**src/hdl/unary_run_header_rank_select_macros.svh**
```systemverilog
// ---------------------------------------------------------------------------
// unary_run_header_rank_select macros
// assertion helpers used by the top-level rtl file
// ---------------------------------------------------------------------------
`ifndef UNARY_RUN_HEADER_RANK_SELECT_MACROS_SVH
`define UNARY_RUN_HEADER_RANK_SELECT_MACROS_SVH

// same-cycle implication, held off during reset
`define URH_ASSERT_IMP(lbl, clk, rst_n, ante, cons) \
    lbl: assert property (@(posedge clk) disable iff (!rst_n) (ante) |-> (cons)) \
        else $error("urh assertion failed");

// next-cycle implication, held off during reset
`define URH_ASSERT_NXT(lbl, clk, rst_n, ante, cons) \
    lbl: assert property (@(posedge clk) disable iff (!rst_n) (ante) |=> (cons)) \
        else $error("urh assertion failed");

`endif

```
**src/hdl/urh_pkg.sv**
```systemverilog
// ---------------------------------------------------------------------------
// urh_pkg
// types and codes of the unary run header with rank and select
// ---------------------------------------------------------------------------
package urh_pkg;

    // bit positions and counts, wide enough for the largest header
    localparam int POS_W = 11;
    localparam int Q_W   = 5;

    localparam logic [1:0] OP_LOOKUP = 2'd0;
    localparam logic [1:0] OP_INSERT = 2'd1;
    localparam logic [1:0] OP_REMOVE = 2'd2;

    localparam logic [1:0] STS_OK    = 2'd0;
    localparam logic [1:0] STS_FULL  = 2'd1;
    localparam logic [1:0] STS_EMPTY = 2'd2;

    typedef enum logic [1:0] {
        S_IDLE,
        S_SCAN,
        S_COMMIT
    } t_state;

    // partial search result handed from cell to cell
    typedef struct packed {
        logic             vld;
        logic [Q_W-1:0]   q;
        logic [POS_W-1:0] zeros;
        logic             start_done;
        logic [POS_W-1:0] start;
        logic             end_done;
        logic [POS_W-1:0] stop;
    } t_scan;

    // header rewrite command broadcast to all cells
    typedef struct packed {
        logic             ins;
        logic             rem;
        logic [POS_W-1:0] pos;
    } t_mod;

endpackage

```
**src/hdl/urh_cell.sv**
```systemverilog
// ---------------------------------------------------------------------------
// urh_cell
// one header word: rank/select step on the passing search record, and
// in-place insert or remove shift using the neighbor boundary bits
// ---------------------------------------------------------------------------
module urh_cell
    import urh_pkg::*;
#(
    parameter int WORD_BITS = 32,
    parameter int INDEX     = 0
) (
    input  logic                 i_clk,
    input  logic                 i_rst_n,
    input  t_scan                i_scan,
    output t_scan                o_scan,
    input  t_mod                 i_mod,
    input  logic                 i_prev_bit,
    input  logic                 i_next_bit,
    output logic [WORD_BITS-1:0] o_word
);

    localparam logic [POS_W-1:0] BASE = POS_W'(INDEX * WORD_BITS);
    localparam logic [POS_W-1:0] WB   = POS_W'(WORD_BITS);

    logic [WORD_BITS-1:0] r_word, n_word;
    t_scan                r_scan, n_scan;

    logic [WORD_BITS-1:0] zmask;
    logic [POS_W-1:0]     zeros_w;
    logic [POS_W-1:0]     need;
    logic [POS_W-1:0]     sel;
    logic [POS_W-1:0]     first;
    logic [POS_W-1:0]     lb;
    logic [WORD_BITS-1:0] hit;
    logic [WORD_BITS-1:0] endv;
    logic [POS_W-1:0]     gp;

    assign zmask   = ~r_word;
    assign zeros_w = POS_W'($countones(zmask));
    assign need    = POS_W'(i_scan.q) - i_scan.zeros;

    // prefix zero count per bit, bit i is header position BASE + i
    always_comb begin
        for (int i = 0; i < WORD_BITS; i++) begin
            hit[i] = zmask[i] &&
                (POS_W'($countones(zmask & ({WORD_BITS{1'b1}} >> (WORD_BITS - 1 - i))))
                 == need);
        end
        sel = '0;
        for (int i = WORD_BITS - 1; i >= 0; i--) begin
            if (hit[i]) begin
                sel = POS_W'(i);
            end
        end
    end

    always_comb begin
        n_scan = i_scan;
        lb     = '0;
        if (!i_scan.start_done) begin
            if (need <= zeros_w) begin
                n_scan.start_done = 1'b1;
                n_scan.start      = BASE + sel + POS_W'(1);
                lb                = sel + POS_W'(1);
            end else begin
                n_scan.zeros = i_scan.zeros + zeros_w;
                lb           = WB;
            end
        end
        for (int i = 0; i < WORD_BITS; i++) begin
            endv[i] = zmask[i] && (POS_W'(i) >= lb);
        end
        first = '0;
        for (int i = WORD_BITS - 1; i >= 0; i--) begin
            if (endv[i]) begin
                first = POS_W'(i);
            end
        end
        if (n_scan.start_done && !i_scan.end_done && (|endv)) begin
            n_scan.end_done = 1'b1;
            n_scan.stop     = BASE + first;
        end
    end

    // insert: one at pos, later bits move toward the end
    // remove: bit at pos dropped, later bits move toward the start
    always_comb begin
        n_word = r_word;
        gp     = BASE;
        for (int i = 0; i < WORD_BITS; i++) begin
            gp = BASE + POS_W'(i);
            if (i_mod.ins && gp == i_mod.pos) begin
                n_word[i] = 1'b1;
            end else if (i_mod.ins && gp > i_mod.pos) begin
                n_word[i] = (i > 0) ? r_word[(i > 0) ? i - 1 : 0] : i_prev_bit;
            end else if (i_mod.rem && gp >= i_mod.pos) begin
                n_word[i] = (i < WORD_BITS - 1) ?
                    r_word[(i < WORD_BITS - 1) ? i + 1 : 0] : i_next_bit;
            end
        end
    end

    always_ff @(posedge i_clk) begin
        if (!i_rst_n) begin
            r_word     <= '0;
            r_scan.vld <= 1'b0;
        end else begin
            r_scan.vld <= n_scan.vld;
            if (i_mod.ins || i_mod.rem) begin
                r_word <= n_word;
            end
        end
        r_scan.q          <= n_scan.q;
        r_scan.zeros      <= n_scan.zeros;
        r_scan.start_done <= n_scan.start_done;
        r_scan.start      <= n_scan.start;
        r_scan.end_done   <= n_scan.end_done;
        r_scan.stop       <= n_scan.stop;
    end

    assign o_scan = r_scan;
    assign o_word = r_word;

endmodule

```
**src/hdl/unary_run_header_rank_select.sv**
```systemverilog
// ---------------------------------------------------------------------------
// unary_run_header_rank_select
// unary run header with run lookup, insert and remove
// ---------------------------------------------------------------------------
// usage
//   slave channel: one word per request, tuser carries the operation
//   (lookup, insert, remove), tdata the quotient. master channel: one word
//   per request with the run start, run end, found flag and fill count in
//   tdata and the status code in tuser.
//   the header is a row of word cells. a search record enters the first
//   cell and moves one cell per cycle, each cell doing rank/select on its
//   own word; after the last cell the result is committed and, for insert
//   or remove with ok status, every cell shifts its word together, using the
//   boundary bits of its neighbors.
//   one request is in flight at a time, so a new one is taken only after
//   the walk along the cell row, the capture of the last record and the
//   commit step, once the control is back in the idle state to accept.
//   the result sits in an output register; the next request is accepted
//   while it waits. if the receiver stalls, the following request holds
//   in the commit step until the output register frees.
//   reset: header all zero (every run empty), fill count zero, no result.
// ---------------------------------------------------------------------------
`include "unary_run_header_rank_select_macros.svh"

module unary_run_header_rank_select
    import urh_pkg::*;
#(
    parameter int QUOTIENTS    = 32,
    parameter int CAPACITY     = 32,
    parameter int WORD_BITS    = 32,
    parameter int HEADER_WORDS = 2
) (
    input  logic        i_clk,
    input  logic        i_rst_n,
    input  logic        i_s_tvalid,
    output logic        o_s_tready,
    input  logic [7:0]  i_s_tdata,   // [4:0] quotient
    input  logic [1:0]  i_s_tuser,   // [1:0] op
    output logic        o_m_tvalid,
    input  logic        i_m_tready,
    output logic [23:0] o_m_tdata,   // [5:0] run_start, [11:6] run_end, [12] found,
                                     // [18:13] fill_count
    output logic [1:0]  o_m_tuser    // [1:0] status
);

    localparam int               HDR     = WORD_BITS * HEADER_WORDS;
    localparam logic [POS_W-1:0] HDR_POS = POS_W'(HDR);
    localparam int               CNT_W   = $clog2(CAPACITY + 1);

    t_state r_state, n_state;

    // search chain
    t_scan                w_scan [HEADER_WORDS+1];
    logic [WORD_BITS-1:0] w_word [HEADER_WORDS];
    t_scan                r_seed;
    t_scan                r_res;
    t_mod                 w_mod;
    logic [1:0]           r_op;
    logic [CNT_W-1:0]     r_count;

    // output register
    logic                 r_out_vld;
    logic [23:0]          r_out_tdata;
    logic [1:0]           r_out_tuser;

    logic                 w_accept;
    logic                 w_commit;
    logic                 w_out_free;
    logic [Q_W-1:0]       w_q_eff;
    logic [POS_W-1:0]     w_start;
    logic [POS_W-1:0]     w_stop;
    logic                 w_found;
    logic [1:0]           w_status;
    logic [CNT_W-1:0]     w_count_nxt;

    assign w_accept   = i_s_tvalid && o_s_tready;
    assign w_out_free = !r_out_vld || i_m_tready;

    // quotients past the last slot address the last slot
    assign w_q_eff = (int'(i_s_tdata[Q_W-1:0]) >= QUOTIENTS) ?
                     Q_W'(QUOTIENTS - 1) : i_s_tdata[Q_W-1:0];

    // ---------------- cell row ----------------
    assign w_scan[0] = r_seed;

    for (genvar k = 0; k < HEADER_WORDS; k++) begin : g_cell
        logic w_prev_bit;
        logic w_next_bit;
        if (k == 0) begin : g_first
            assign w_prev_bit = 1'b0;
        end else begin : g_mid_prev
            assign w_prev_bit = w_word[k-1][WORD_BITS-1];
        end
        if (k == HEADER_WORDS - 1) begin : g_last
            // fill with zero past the header end
            assign w_next_bit = 1'b0;
        end else begin : g_mid_next
            assign w_next_bit = w_word[k+1][0];
        end
        urh_cell #(
            .WORD_BITS (WORD_BITS),
            .INDEX     (k)
        ) u_cell (
            .i_clk      (i_clk),
            .i_rst_n    (i_rst_n),
            .i_scan     (w_scan[k]),
            .o_scan     (w_scan[k+1]),
            .i_mod      (w_mod),
            .i_prev_bit (w_prev_bit),
            .i_next_bit (w_next_bit),
            .o_word     (w_word[k])
        );
    end

    // ---------------- result of the walk ----------------
    // a missing zero reads as the header length
    assign w_start = r_res.start_done ? r_res.start : HDR_POS;
    assign w_stop  = r_res.end_done   ? r_res.stop  : HDR_POS;
    assign w_found = w_start < w_stop;

    always_comb begin
        w_status    = STS_OK;
        w_count_nxt = r_count;
        case (r_op)
            OP_INSERT: begin
                if (r_count >= CNT_W'(CAPACITY) || w_stop >= HDR_POS) begin
                    w_status = STS_FULL;
                end else begin
                    w_count_nxt = r_count + CNT_W'(1);
                end
            end
            OP_REMOVE: begin
                if (!w_found) begin
                    w_status = STS_EMPTY;
                end else if (r_count != '0) begin
                    w_count_nxt = r_count - CNT_W'(1);
                end
            end
            default: begin
                w_status = STS_OK;
            end
        endcase
    end

    // rewrite goes out to every cell in the commit cycle
    always_comb begin
        w_mod.ins = w_commit && (r_op == OP_INSERT) && (w_status == STS_OK);
        w_mod.rem = w_commit && (r_op == OP_REMOVE) && (w_status == STS_OK);
        w_mod.pos = (r_op == OP_REMOVE) ? (w_stop - POS_W'(1)) : w_stop;
    end

    // ---------------- control ----------------
    always_comb begin
        n_state = r_state;
        unique case (r_state)
            S_IDLE: begin
                if (w_accept) begin
                    n_state = S_SCAN;
                end
            end
            S_SCAN: begin
                if (w_scan[HEADER_WORDS].vld) begin
                    n_state = S_COMMIT;
                end
            end
            S_COMMIT: begin
                if (w_out_free) begin
                    n_state = S_IDLE;
                end
            end
            default: begin
                n_state = S_IDLE;
            end
        endcase
    end

    always_comb begin
        o_s_tready = 1'b0;
        w_commit   = 1'b0;
        unique case (r_state)
            S_IDLE: begin
                o_s_tready = 1'b1;
            end
            S_SCAN: begin
                o_s_tready = 1'b0;
            end
            S_COMMIT: begin
                w_commit = w_out_free;
            end
            default: begin
                o_s_tready = 1'b0;
            end
        endcase
    end

    always_ff @(posedge i_clk) begin
        if (!i_rst_n) begin
            r_state    <= S_IDLE;
            r_seed.vld <= 1'b0;
            r_count    <= '0;
            r_out_vld  <= 1'b0;
        end else begin
            r_state    <= n_state;
            r_seed.vld <= w_accept;
            if (w_commit) begin
                r_count   <= w_count_nxt;
                r_out_vld <= 1'b1;
            end else if (i_m_tready) begin
                r_out_vld <= 1'b0;
            end
        end
        // payload
        if (w_accept) begin
            r_op              <= i_s_tuser;
            r_seed.q          <= w_q_eff;
            r_seed.zeros      <= '0;
            r_seed.start_done <= (w_q_eff == '0);
            r_seed.start      <= '0;
            r_seed.end_done   <= 1'b0;
            r_seed.stop       <= '0;
        end
        if (w_scan[HEADER_WORDS].vld) begin
            r_res <= w_scan[HEADER_WORDS];
        end
        if (w_commit) begin
            r_out_tdata <= {5'b0, 6'(w_count_nxt), w_found, w_stop[5:0], w_start[5:0]};
            r_out_tuser <= w_status;
        end
    end

    assign o_m_tvalid = r_out_vld;
    assign o_m_tdata  = r_out_tdata;
    assign o_m_tuser  = r_out_tuser;

    // ---------------- assertions ----------------
    `URH_ASSERT_IMP(a_count_cap, i_clk, i_rst_n, 1'b1, r_count <= CNT_W'(CAPACITY))
    `URH_ASSERT_NXT(a_accept_scan, i_clk, i_rst_n, w_accept, r_state == S_SCAN && r_seed.vld)
    `URH_ASSERT_IMP(a_mod_commit, i_clk, i_rst_n, w_mod.ins || w_mod.rem,
                    w_commit && !(w_mod.ins && w_mod.rem))
    `URH_ASSERT_NXT(a_count_hold, i_clk, i_rst_n, !w_commit, $stable(r_count))
    `URH_ASSERT_NXT(a_commit_out, i_clk, i_rst_n, w_commit, r_out_vld && r_state == S_IDLE)

endmodule
```
**config.mk**
```make
export PLATFORM = sky130hd
export DESIGN_NAME = unary_run_header_rank_select
export DESIGN_NICKNAME = d
export VERILOG_FILES = /design/src/hdl/urh_pkg.sv /design/src/hdl/urh_cell.sv /design/src/hdl/unary_run_header_rank_select.sv
export VERILOG_INCLUDE_DIRS = /design/src /design/src/hdl
export SDC_FILE = /design/constraint.sdc
export NUM_CORES = 1
export LEC_CHECK = 0
export ABC_AREA = 1
export BUFFER_PORTS_ARGS = -buffer_cell sky130_fd_sc_hd__buf_2
export CAP_MARGIN = 10
export CORE_ASPECT_RATIO = 1.2
export CORE_MARGIN = 1
export CORE_UTILIZATION = 60
export DETAILED_ROUTE_END_ITERATION = 8
export PLACE_DENSITY = 0.77
export SKIP_LAST_GASP = 1
export SYNTH_ARGS = -nofsm -noshare
export SYNTH_HDL_FRONTEND = slang
export SYNTH_SLANG_ARGS = --single-unit
```
**constraint.sdc**
```tcl
create_clock -name i_clk -period 13.2 [get_ports i_clk]
set_clock_uncertainty 0.15 [all_clocks]
set_input_delay 1.32 -clock i_clk [delete_from_list [all_inputs] [get_ports i_clk]]
set_output_delay 1.32 -clock i_clk [all_outputs]
set_load 0.02 [all_outputs]
```
## Word-level counts from Yosys, hierarchy flattened

Index checks and enable logic that the tools add are counted.

- Bits in registers: 193
- Input bits: 14
- Output and inout bits: 28

- Add/sub/neg operators: 169
- Order comparisons: 197
- Eq/ne operators: 134
- Mux-type cells: 346
- Bitwise logic cells: 4
- Reduce and logical (&&, ||, !) cells: 478

Operators by type and width:

| kind | count |
|---|---|
| 11-bit 2-to-1 mux | 101 |
| 11-bit adder | 94 |
| 5-bit by 11-bit >= comparator with 1-bit output (first input constant) | 48 |
| 6-bit by 11-bit == test with 1-bit output (first input constant) | 32 |
| 6-bit by 11-bit >= comparator with 1-bit output (first input constant) | 32 |
| 6-bit by 11-bit greater-than comparator with 1-bit output (first input constant) | 32 |
| 11-bit == test | 31 |
| 11-bit by 5-bit == test with 1-bit output | 31 |
| 11-bit by 1-bit adder with 11-bit output | 30 |
| 1-bit logical AND | 328 |
| 4-bit by 11-bit >= comparator with 1-bit output (first input constant) | 24 |
| 1-bit 2-to-1 mux | 198 |
| 3-bit nonzero test | 64 |
| 5-bit by 11-bit == test with 1-bit output (first input constant) | 16 |
| 5-bit by 11-bit greater-than comparator with 1-bit output (first input constant) | 16 |
| 3-bit by 11-bit >= comparator with 1-bit output (first input constant) | 12 |
| 2-bit AND reduction | 64 |
| 32-bit OR reduction | 3 |
| 5-bit 2-to-1 mux | 19 |
| 4-bit by 11-bit == test with 1-bit output (first input constant) | 8 |
| 4-bit by 11-bit greater-than comparator with 1-bit output (first input constant) | 8 |
| 1-bit by 11-bit >= comparator with 1-bit output (first input constant) | 6 |
| 2-bit by 11-bit >= comparator with 1-bit output (first input constant) | 6 |
| 1-bit by 1-bit adder with 2-bit output | 32 |
| other kinds (47) | 93 |

## Depth between registers and ports, before layout

Gate-level depths: netlist of run 1.

- Depth in word-level cells: 79
- Depth in mapped cells: 99
- Depth with buffers taken out: 98

## Hierarchy

Synthesis of run 1 repeated with hierarchy kept, for this count alone.

- Cells, all modules: 4346
- Area, all modules: 29703.5 um^2

Modules (own cells, without submodules):

| module | instances | cells each | area each (um^2) | seq. area each (um^2) |
|---|---|---|---|---|
| urh_cell (g_cell[0].u_cell) | 1 | 2127 | 13828.3 | 1461.4 |
| urh_cell (g_cell[1].u_cell) | 1 | 1890 | 12630.9 | 1461.4 |
| unary_run_header_rank_select | 1 | 329 | 3244.4 | 1791.7 |

## Worst setup path before layout of run 1

No wires, ideal clock.

- Path kind: reg-to-reg
- Start point: register g_cell[0].u_cell.r_word[1]
- End point: register g_cell[0].u_cell.r_scan, in the netlist g_cell[0].u_cell.o_scan[0]
- Library setup time: 70 ps
- Arrival: 11024 ps
- Data required time: 12980 ps
- Path slack: 1956 ps
- Cell stages (with the launch flop): 98
- Period minus slack after synthesis: 11244 ps
- Cell sequence: dfxtp_1 > inv_1 > ha_1 > ha_1 > inv_1 > fa_1 > inv_1 > fa_1 > ha_1 > inv_1 > fa_1 > fa_1 > inv_1 > ha_1 > fa_1 > nand2_1 > inv_2 > nor2_2 > [62 not listed] > nand2_1 > nand2_1 > nand2_1 > nand2_1 > nand2_1 > nand2_1 > nand2_1 > nand2_1 > nand2_1 > nand2_1 > nand2_1 > nand2_1 > nand2_1 > nand2_1 > nand2_1 > nand2_1 > nand2_1 > a21oi_1

- Longest elaborated chain between the ends: 76

RTL lines:

| item | line | RTL |
|---|---|---|
| start: declaration | urh_cell.sv:25 | `logic [WORD_BITS-1:0] r_word, n_word;` |
| start signal: assignment | urh_cell.sv:110 | `r_word <= n_word;` |
| 32-bit inverter * | urh_cell.sv:38 | `assign zmask = ~r_word;` |
| 1-bit by 1-bit adder with 2-bit output | urh_cell.sv:39, urh_cell.sv:46 |  |
| 11-bit adder (4 in a row) | urh_cell.sv:39, urh_cell.sv:46 |  |
| 11-bit by 5-bit == test with 1-bit output | urh_cell.sv:47 | `== need);` |
| 1-bit logical AND | urh_cell.sv:45 | `hit[i] = zmask[i] &&` |
| 5-bit 2-to-1 mux | urh_cell.sv:51 | `if (hit[i]) begin` |
| 11-bit 2-to-1 mux (31 in a row) | urh_cell.sv:51 |  |
| 11-bit by 1-bit adder with 11-bit output | urh_cell.sv:64 | `lb = sel + POS_W'(1);` |
| 11-bit 2-to-1 mux | urh_cell.sv:61 | `if (need <= zeros_w) begin` |
| 11-bit 2-to-1 mux | urh_cell.sv:60 | `if (!i_scan.start_done) begin` |
| 5-bit by 11-bit >= comparator with 1-bit output | urh_cell.sv:71 | `endv[i] = zmask[i] && (POS_W'(i) >= lb);` |
| 1-bit logical AND | urh_cell.sv:71 |  |
| 5-bit 2-to-1 mux (16 in a row) | urh_cell.sv:75 | `if (endv[i]) begin` |
| 4-bit 2-to-1 mux (8 in a row) | urh_cell.sv:75 |  |
| 3-bit 2-to-1 mux (4 in a row) | urh_cell.sv:75 |  |
| 2-bit 2-to-1 mux (2 in a row) | urh_cell.sv:75 |  |
| 1-bit 2-to-1 mux | urh_cell.sv:75 |  |
| end: declaration | urh_cell.sv:26 | `t_scan r_scan, n_scan;` |

Every way passes the cells marked *; elsewhere a longest branch is shown, timed or not.
A chain may end at the register's enable or synchronous reset.

==> flow_summary.ini, run 1 <==
[power]
p_per_area_nw_per_um2 = 69.6
ir_worst_vdd_mv = 0.0992
p_sw_mw = 0.629
p_int_mw = 1.02
power_frac_seq_pct = 33.1
p_sw_share_pct = 38.2
power_mw = 1.65
leakage_nw = 11.3
power.share.clock_pct = 31.7
pwr-share-comb_pct = 35.2

[synthesis]
synth-seq-cells = 160
synth_async_sr_flop_share_pct = 0
synth_cell_types = 78
netlist_top_cells_count = 667 x nand2_1, 517 x inv_1, 317 x nor2_1
synth_area_per_cell_um2 = 6.87
synth_top_area_share_pct = 11.9
synth.most_common_cell = nand2_1
synth_area_leaders = fa_1 12%, nand2_1 11%, ha_1 11%
yosysSeqAreaShare_pct = 16.2
yosysWarnings = 0
synth_enable_flop_cells = 44
synth_ff_type = dfxtp_1
syn-instance-count = 3270
syn_area_um2 = 22500
yosys.area.top_type = fa_1

[layout]
synthToLayoutAreaGrowth_pct = 5.46
filler_cell_count = 3371
fin_cells = 3755
diodes = 0
area.sequential_um2 = 3640
final_nets = 3609
postLayoutCellArea_um2 = 23700
multi_input_area_um2 = 16400
final_core_util_pct = 64.2
drive_above_1_share_pct = 5.67

[worst_setup_path]
cpMaxStageDelayCell = fa_2
path_class = flip-flop to flip-flop
startpoint_type = flip-flop
critPathBufInv = 6
required_ps = 13460
critical-path-top-delay-family = simple AND/OR/NAND/NOR gates
end_kind = flip-flop
worstPathArrival_ps = 12450
cp_max_fo = 7
slowest_delay_ps = 720
crit_top_cell = nand2_1

[global_routing]
grt_pass1_wl_mm = 114
grt_use_met1_pct = 46.2
grt_max_degree = 69
grt-ovfl-total = 0
grt_busiest_layer = met2
antenna_found_initial = 0
use_met2_pct = 60.3
grt_pass1_vias = 22000
grt_use_total_pct = 38.2
use_met3_pct = 7.29

[route]
drt_iter0_markers = 2384
drc = 0
vias = 23000
wl_mm = 72.4
postRouteAntennaNets = 0
wl_per_cell_um = 19.3
viasPerCell = 6.12
drt_pass1_iterations = 8

[clocking]
cts.sinks = 160
clk_pin_slew_worst_paths_ps = 70
htree_levels = 4
cts_tree = built
clockBufferDepth = 2
cts_buffers = 17
clk_latency_ps = 460
cts-root-buf = clkbuf_16

[timing]
rsz0062_at_grt = yes
finalCritPeriodShare_pct = 92.3
final-setup-viol-count = 0
fmax_mhz = 82.1
maxSlewViolCount = 0
max_slew_margin_pct = 24.9
period_needed_ps = 12190
finalHoldViolCount = 0
tightest_slew_ps = 1120
setup_tns_ps = 0

[job]
maxCapViolCount = 0

[place]
gp_congestion = 1.07
port_buffers = 33
dpl.hpwl_mm = 56.7
post-place-cells = 3721
place_area_um2 = 23000

[die]
initial_core_util_pct = 60.8
core_region_area_um2 = 36900
die_h_um = 214
die_width_um = 179
io_pins = 42
row_count = 77
die-area_um2 = 38200

[min_path]
min_path_type = flip-flop to flip-flop

[run_status]
status = finished, final reports clean
==> cells by family (layout without fill, tap and decap cells) <==
logic type,count (synthesis),after routing,share of synthesized area [%]
AOI/OAI and AO/OA,624,624,17.0
xor gates and xnor gates,187,187,7.55
adders and majority gates,327,327,22.7
buffers and inverters,627,632,10.9
DFF,160,160,16.2
other,1,7,0.0167
and+or+nand+nor,1344,1344,25.6
==> placed cells by master (no fill, tap or decap), types with 12 or more instances in the layout <==
cell type / instances
nand2_1: 667
inv_1: 515
nor2_1: 314
o21ai_0: 197
ha_1: 189
nand3_1: 164
a21oi_1: 161
fa_1: 133
dfxtp_1: 115
xor2_1: 107
xnor2_1: 74
nor3_1: 63
a31oi_1: 50
edfxtp_1: 44
nand4_1: 43
o211ai_1: 42
a211oi_1: 35
buf_2: 33
buf_4: 23
nor4_1: 21
inv_2: 21
o22ai_1: 20
clkbuf_16: 20
o221ai_1: 18
or2_2: 16
nand2_2: 14
a2111oi_0: 12
==> power by group through the flow <==
stage | Combinational [mW] | Clock [mW] | Sequential, mW
2_1_floorplan | 0.435 | 0 | 0.547
3_3_place_gp | 0.547 | 0 | 0.554
3_5_place_dp | 0.561 | 0 | 0.555
4_1_cts | 0.565 | 0.526 | 0.544
5_1_grt | 0.643 | 0.543 | 0.546
6_report | 0.581 | 0.522 | 0.545
==> through the flow <==
step                setup WS (ps)  hold slack (ps)
detailed placement            787              239
CTS                           694              253
floorplan                    1960              221
finish                       1010              253
global placement              817              239
global route                -25.7              263
==> path summary, 6_finish.rpt <==
path | end | cells past startpoint | slack [ps] | from
min | r_res[17] | 0 | 250 | g_cell[1].u_cell.o_scan[17]
min reg2reg | r_res[17] | 0 | 250 | g_cell[1].u_cell.o_scan[17]
max | g_cell[1].u_cell.o_scan[0] | 94 | 1010 | g_cell[1].u_cell.o_word[1]
max reg2reg | g_cell[1].u_cell.o_scan[0] | 94 | 1010 | g_cell[1].u_cell.o_word[1]
==> what timing repair did <==
action,in CTS,in global routing
hold buffers,0,0
hold endpoints to repair,0,0
gates resized for setup,0,13
setup buffers,0,2
endpoints found under the setup margin,0,7
==> worst register-to-register path, delay by kind of cell, from the launching register on <==
kind / cells / cell delay [ps]
buffers and inverters: 6 / 680
flip-flops: 1 / 470
XOR/XNOR: 1 / 120
AND/OR/NAND/NOR: 74 / 5610
adder cells (fa/ha/maj): 11 / 4650
AO/OA/AOI/OAI: 2 / 460
==> per-layer routing <==
layer / share of wire, % / wire, um
met1: 39 / 28000
met2: 45 / 32600
met3: 8.4 / 6080
met4: 7.9 / 5720
met5: 0 / 0
==> cell type report <==
cell class,instances,share of cell area [%]
inverter,544,8.66
clock buffer,21,2.13
multi-input combinational,2489,69.4
clock inverter,11,0.497
timing repair buffer,56,1.43
sequential,160,15.4
tap,474,2.50
==> flip-flops by register name, summed over array words and instances, names as in the netlist <==
| name | cells |
|---|---|
| g_cell.u_cell.o_scan | 42 |
| g_cell.u_cell.o_word | 64 |
| o_m_tdata | 19 |
| o_m_tuser | 2 |
| o_m_tvalid | 1 |
| r_count | 6 |
| r_op | 2 |
| r_res | 15 |
| r_seed | 7 |
| r_state | 2 |
(Power assumes the default switching activity.)
==> inputs of run 2 (changes only) <==
- GPL_TIMING_DRIVEN: not set -> 0
- PLACE_DENSITY: 0.77 -> 0.75
==> run 2 against run 1 <==
Global-route usage grew 3.0 points. First-iteration DRC count is essentially flat. Register-to-register slack lost 40 ps. Cell count grew 2.0%. Flip-flop and latch count is the same. Sequential share of layout area shrank 0.23 points. Combinational power grew 6.4%. Highest routed layer unchanged.
==> flow_summary.ini, run 2 (synthesis gave the netlist of run 1 again) <==
[timing]
finalHoldViolCount = 0
finalCritPeriodShare_pct = 92.6
holdWs_ps = 257
max_slew_margin_pct = 22.7
maxSlewViolCount = 0
final-setup-viol-count = 0
tightest_slew_ps = 1150
rsz0062_at_grt = no
fmax_mhz = 81.8
period_needed_ps = 12230

[global_routing]
grt_pass1_wl_mm = 121
grt_max_degree = 23
grt_use_total_pct = 41.2
antenna_found_initial = 0
grt_pass1_vias = 23000
grt-ovfl-total = 0

[route]
drt_pass1_iterations = 7
viasPerCell = 6.16
postRouteAntennaNets = 0
wl_mm = 78.6
drc = 0
vias = 23600
drt_iter0_markers = 2383
wl_per_cell_um = 20.5

[layout]
postLayoutCellArea_um2 = 24100
drive_above_1_share_pct = 6.86
final_cell_mix = 666 x nand2_1, 515 x inv_1, 312 x nor2_1, 197 x o21ai_0, 186 x ha_1
filler_cell_count = 3403
final_common_cell = nand2_1
largest_register_ffs = 64
final_nets = 3683
final_core_util_pct = 65.2
synthToLayoutAreaGrowth_pct = 7.23

[clocking]
cts_tree = built
cts_buffers = 17
clk_pin_slew_worst_paths_ps = 80
hold_buffers = 0
cts.sinks = 160
cts-root-buf = clkbuf_16
clk_latency_ps = 460
htree_levels = 4
clockBufferDepth = 2

[place]
gp_congestion = 1.05
port_buffers = 33
dpl.hpwl_mm = 62.5
place_area_um2 = 23200

[die]
core_region_area_um2 = 36900
die-area_um2 = 38200
row_count = 77
io_pins = 42
initial_core_util_pct = 60.8
die_width_um = 179
die_h_um = 214

[power]
leakage_nw = 11.4
p_per_area_nw_per_um2 = 70.0
ir_worst_vdd_mv = 0.0663
power_mw = 1.69

[worst_setup_path]
crit_top_cell = nand2_1
path_class = flip-flop to flip-flop
slowest_delay_ps = 650
required_ps = 13410
end_kind = flip-flop
cp_max_fo = 6
worstPathArrival_ps = 12430
cpMaxStageDelayCell = fa_2
startpoint_type = flip-flop

[run_status]
status = finished, final reports clean

[min_path]
min_path_type = flip-flop to flip-flop

[job]
maxCapViolCount = 0
run 2: cell count changes in the layout (fill, tap and decap cells not counted), moves of 4 or more:
| cell | previous run | this run |
|---|---|---|
| buf_1 | 0 | 4 |
| fa_2 | 1 | 6 |
| buf_2 | 33 | 55 |
| fa_1 | 133 | 128 |
| clkbuf_1 | 1 | 46 |
| nor2_4 | 2 | 7 |
run 2: path summary, 6_finish.rpt:
kind	start	endpoint	slack, ps	cells past startpoint
max	g_cell[0].u_cell.o_word[2]	g_cell[0].u_cell.o_scan[0]	970	94
min	g_cell[1].u_cell.o_scan[1]	r_res[1]	260	0
max reg2reg	g_cell[0].u_cell.o_word[2]	g_cell[0].u_cell.o_scan[0]	970	94
min reg2reg	g_cell[1].u_cell.o_scan[1]	r_res[1]	260	0
run 2: metal layers:
layer,track usage (%),vias up,share of wire (%)
met5,0,-,0
met4,30.0,0,8.0
met3,5.54,355,7.5
met2,69.3,1221,47
met1,47.3,11000,37
li1,-,11000,-
run 2: layout make-up:
class | instances | area (um2) | share of cell area (%)
Timing Repair Buffer | 47 | 270 | 1.12
Inverter | 544 | 2050 | 8.52
Antenna cell | 1 | 2.50 | 0.0104
Tap cell | 474 | 593 | 2.46
Sequential cell | 160 | 3650 | 15.2
Clock buffer | 19 | 433 | 1.80
Clock inverter | 13 | 170 | 0.707
Multi-Input combinational cell | 2489 | 16500 | 68.6
Buffer | 83 | 399 | 1.66
run 2: stage by stage:
step           worst slack [ps]  instances  TNS [ps]
2_1_floorplan              1960       3276         0
3_3_place_gp               -422       3783     -2030
3_5_place_dp               -617       3783     -3170
4_1_cts                     154       3817         0
5_1_grt                    23.3       3829         0
6_report                    975       3830         0
run 2: worst max-delay path, delay by kind of cell (launching register included):
kind | cells | cell delay, ps
AO/OA/AOI/OAI | 2 | 390
XOR/XNOR | 1 | 120
flip-flops | 1 | 400
buffers and inverters | 9 | 870
AND/OR/NAND/NOR | 68 | 4770
adder cells (fa/ha/maj) | 14 | 5420
run 2: power breakdown:
part	total (mW)	internal, mW	switching, mW
clock network	0.521	0.287	0.234
logic	0.618	0.203	0.416
registers	0.545	0.530	0.0157
run 2: repair_timing:
action | CTS | global route
buffers inserted | 2 | 12
cloned | 0 | 0
endpoints found under the setup margin | 6 | 10
gates resized for setup | 8 | 32
pin swaps | 1 | 6
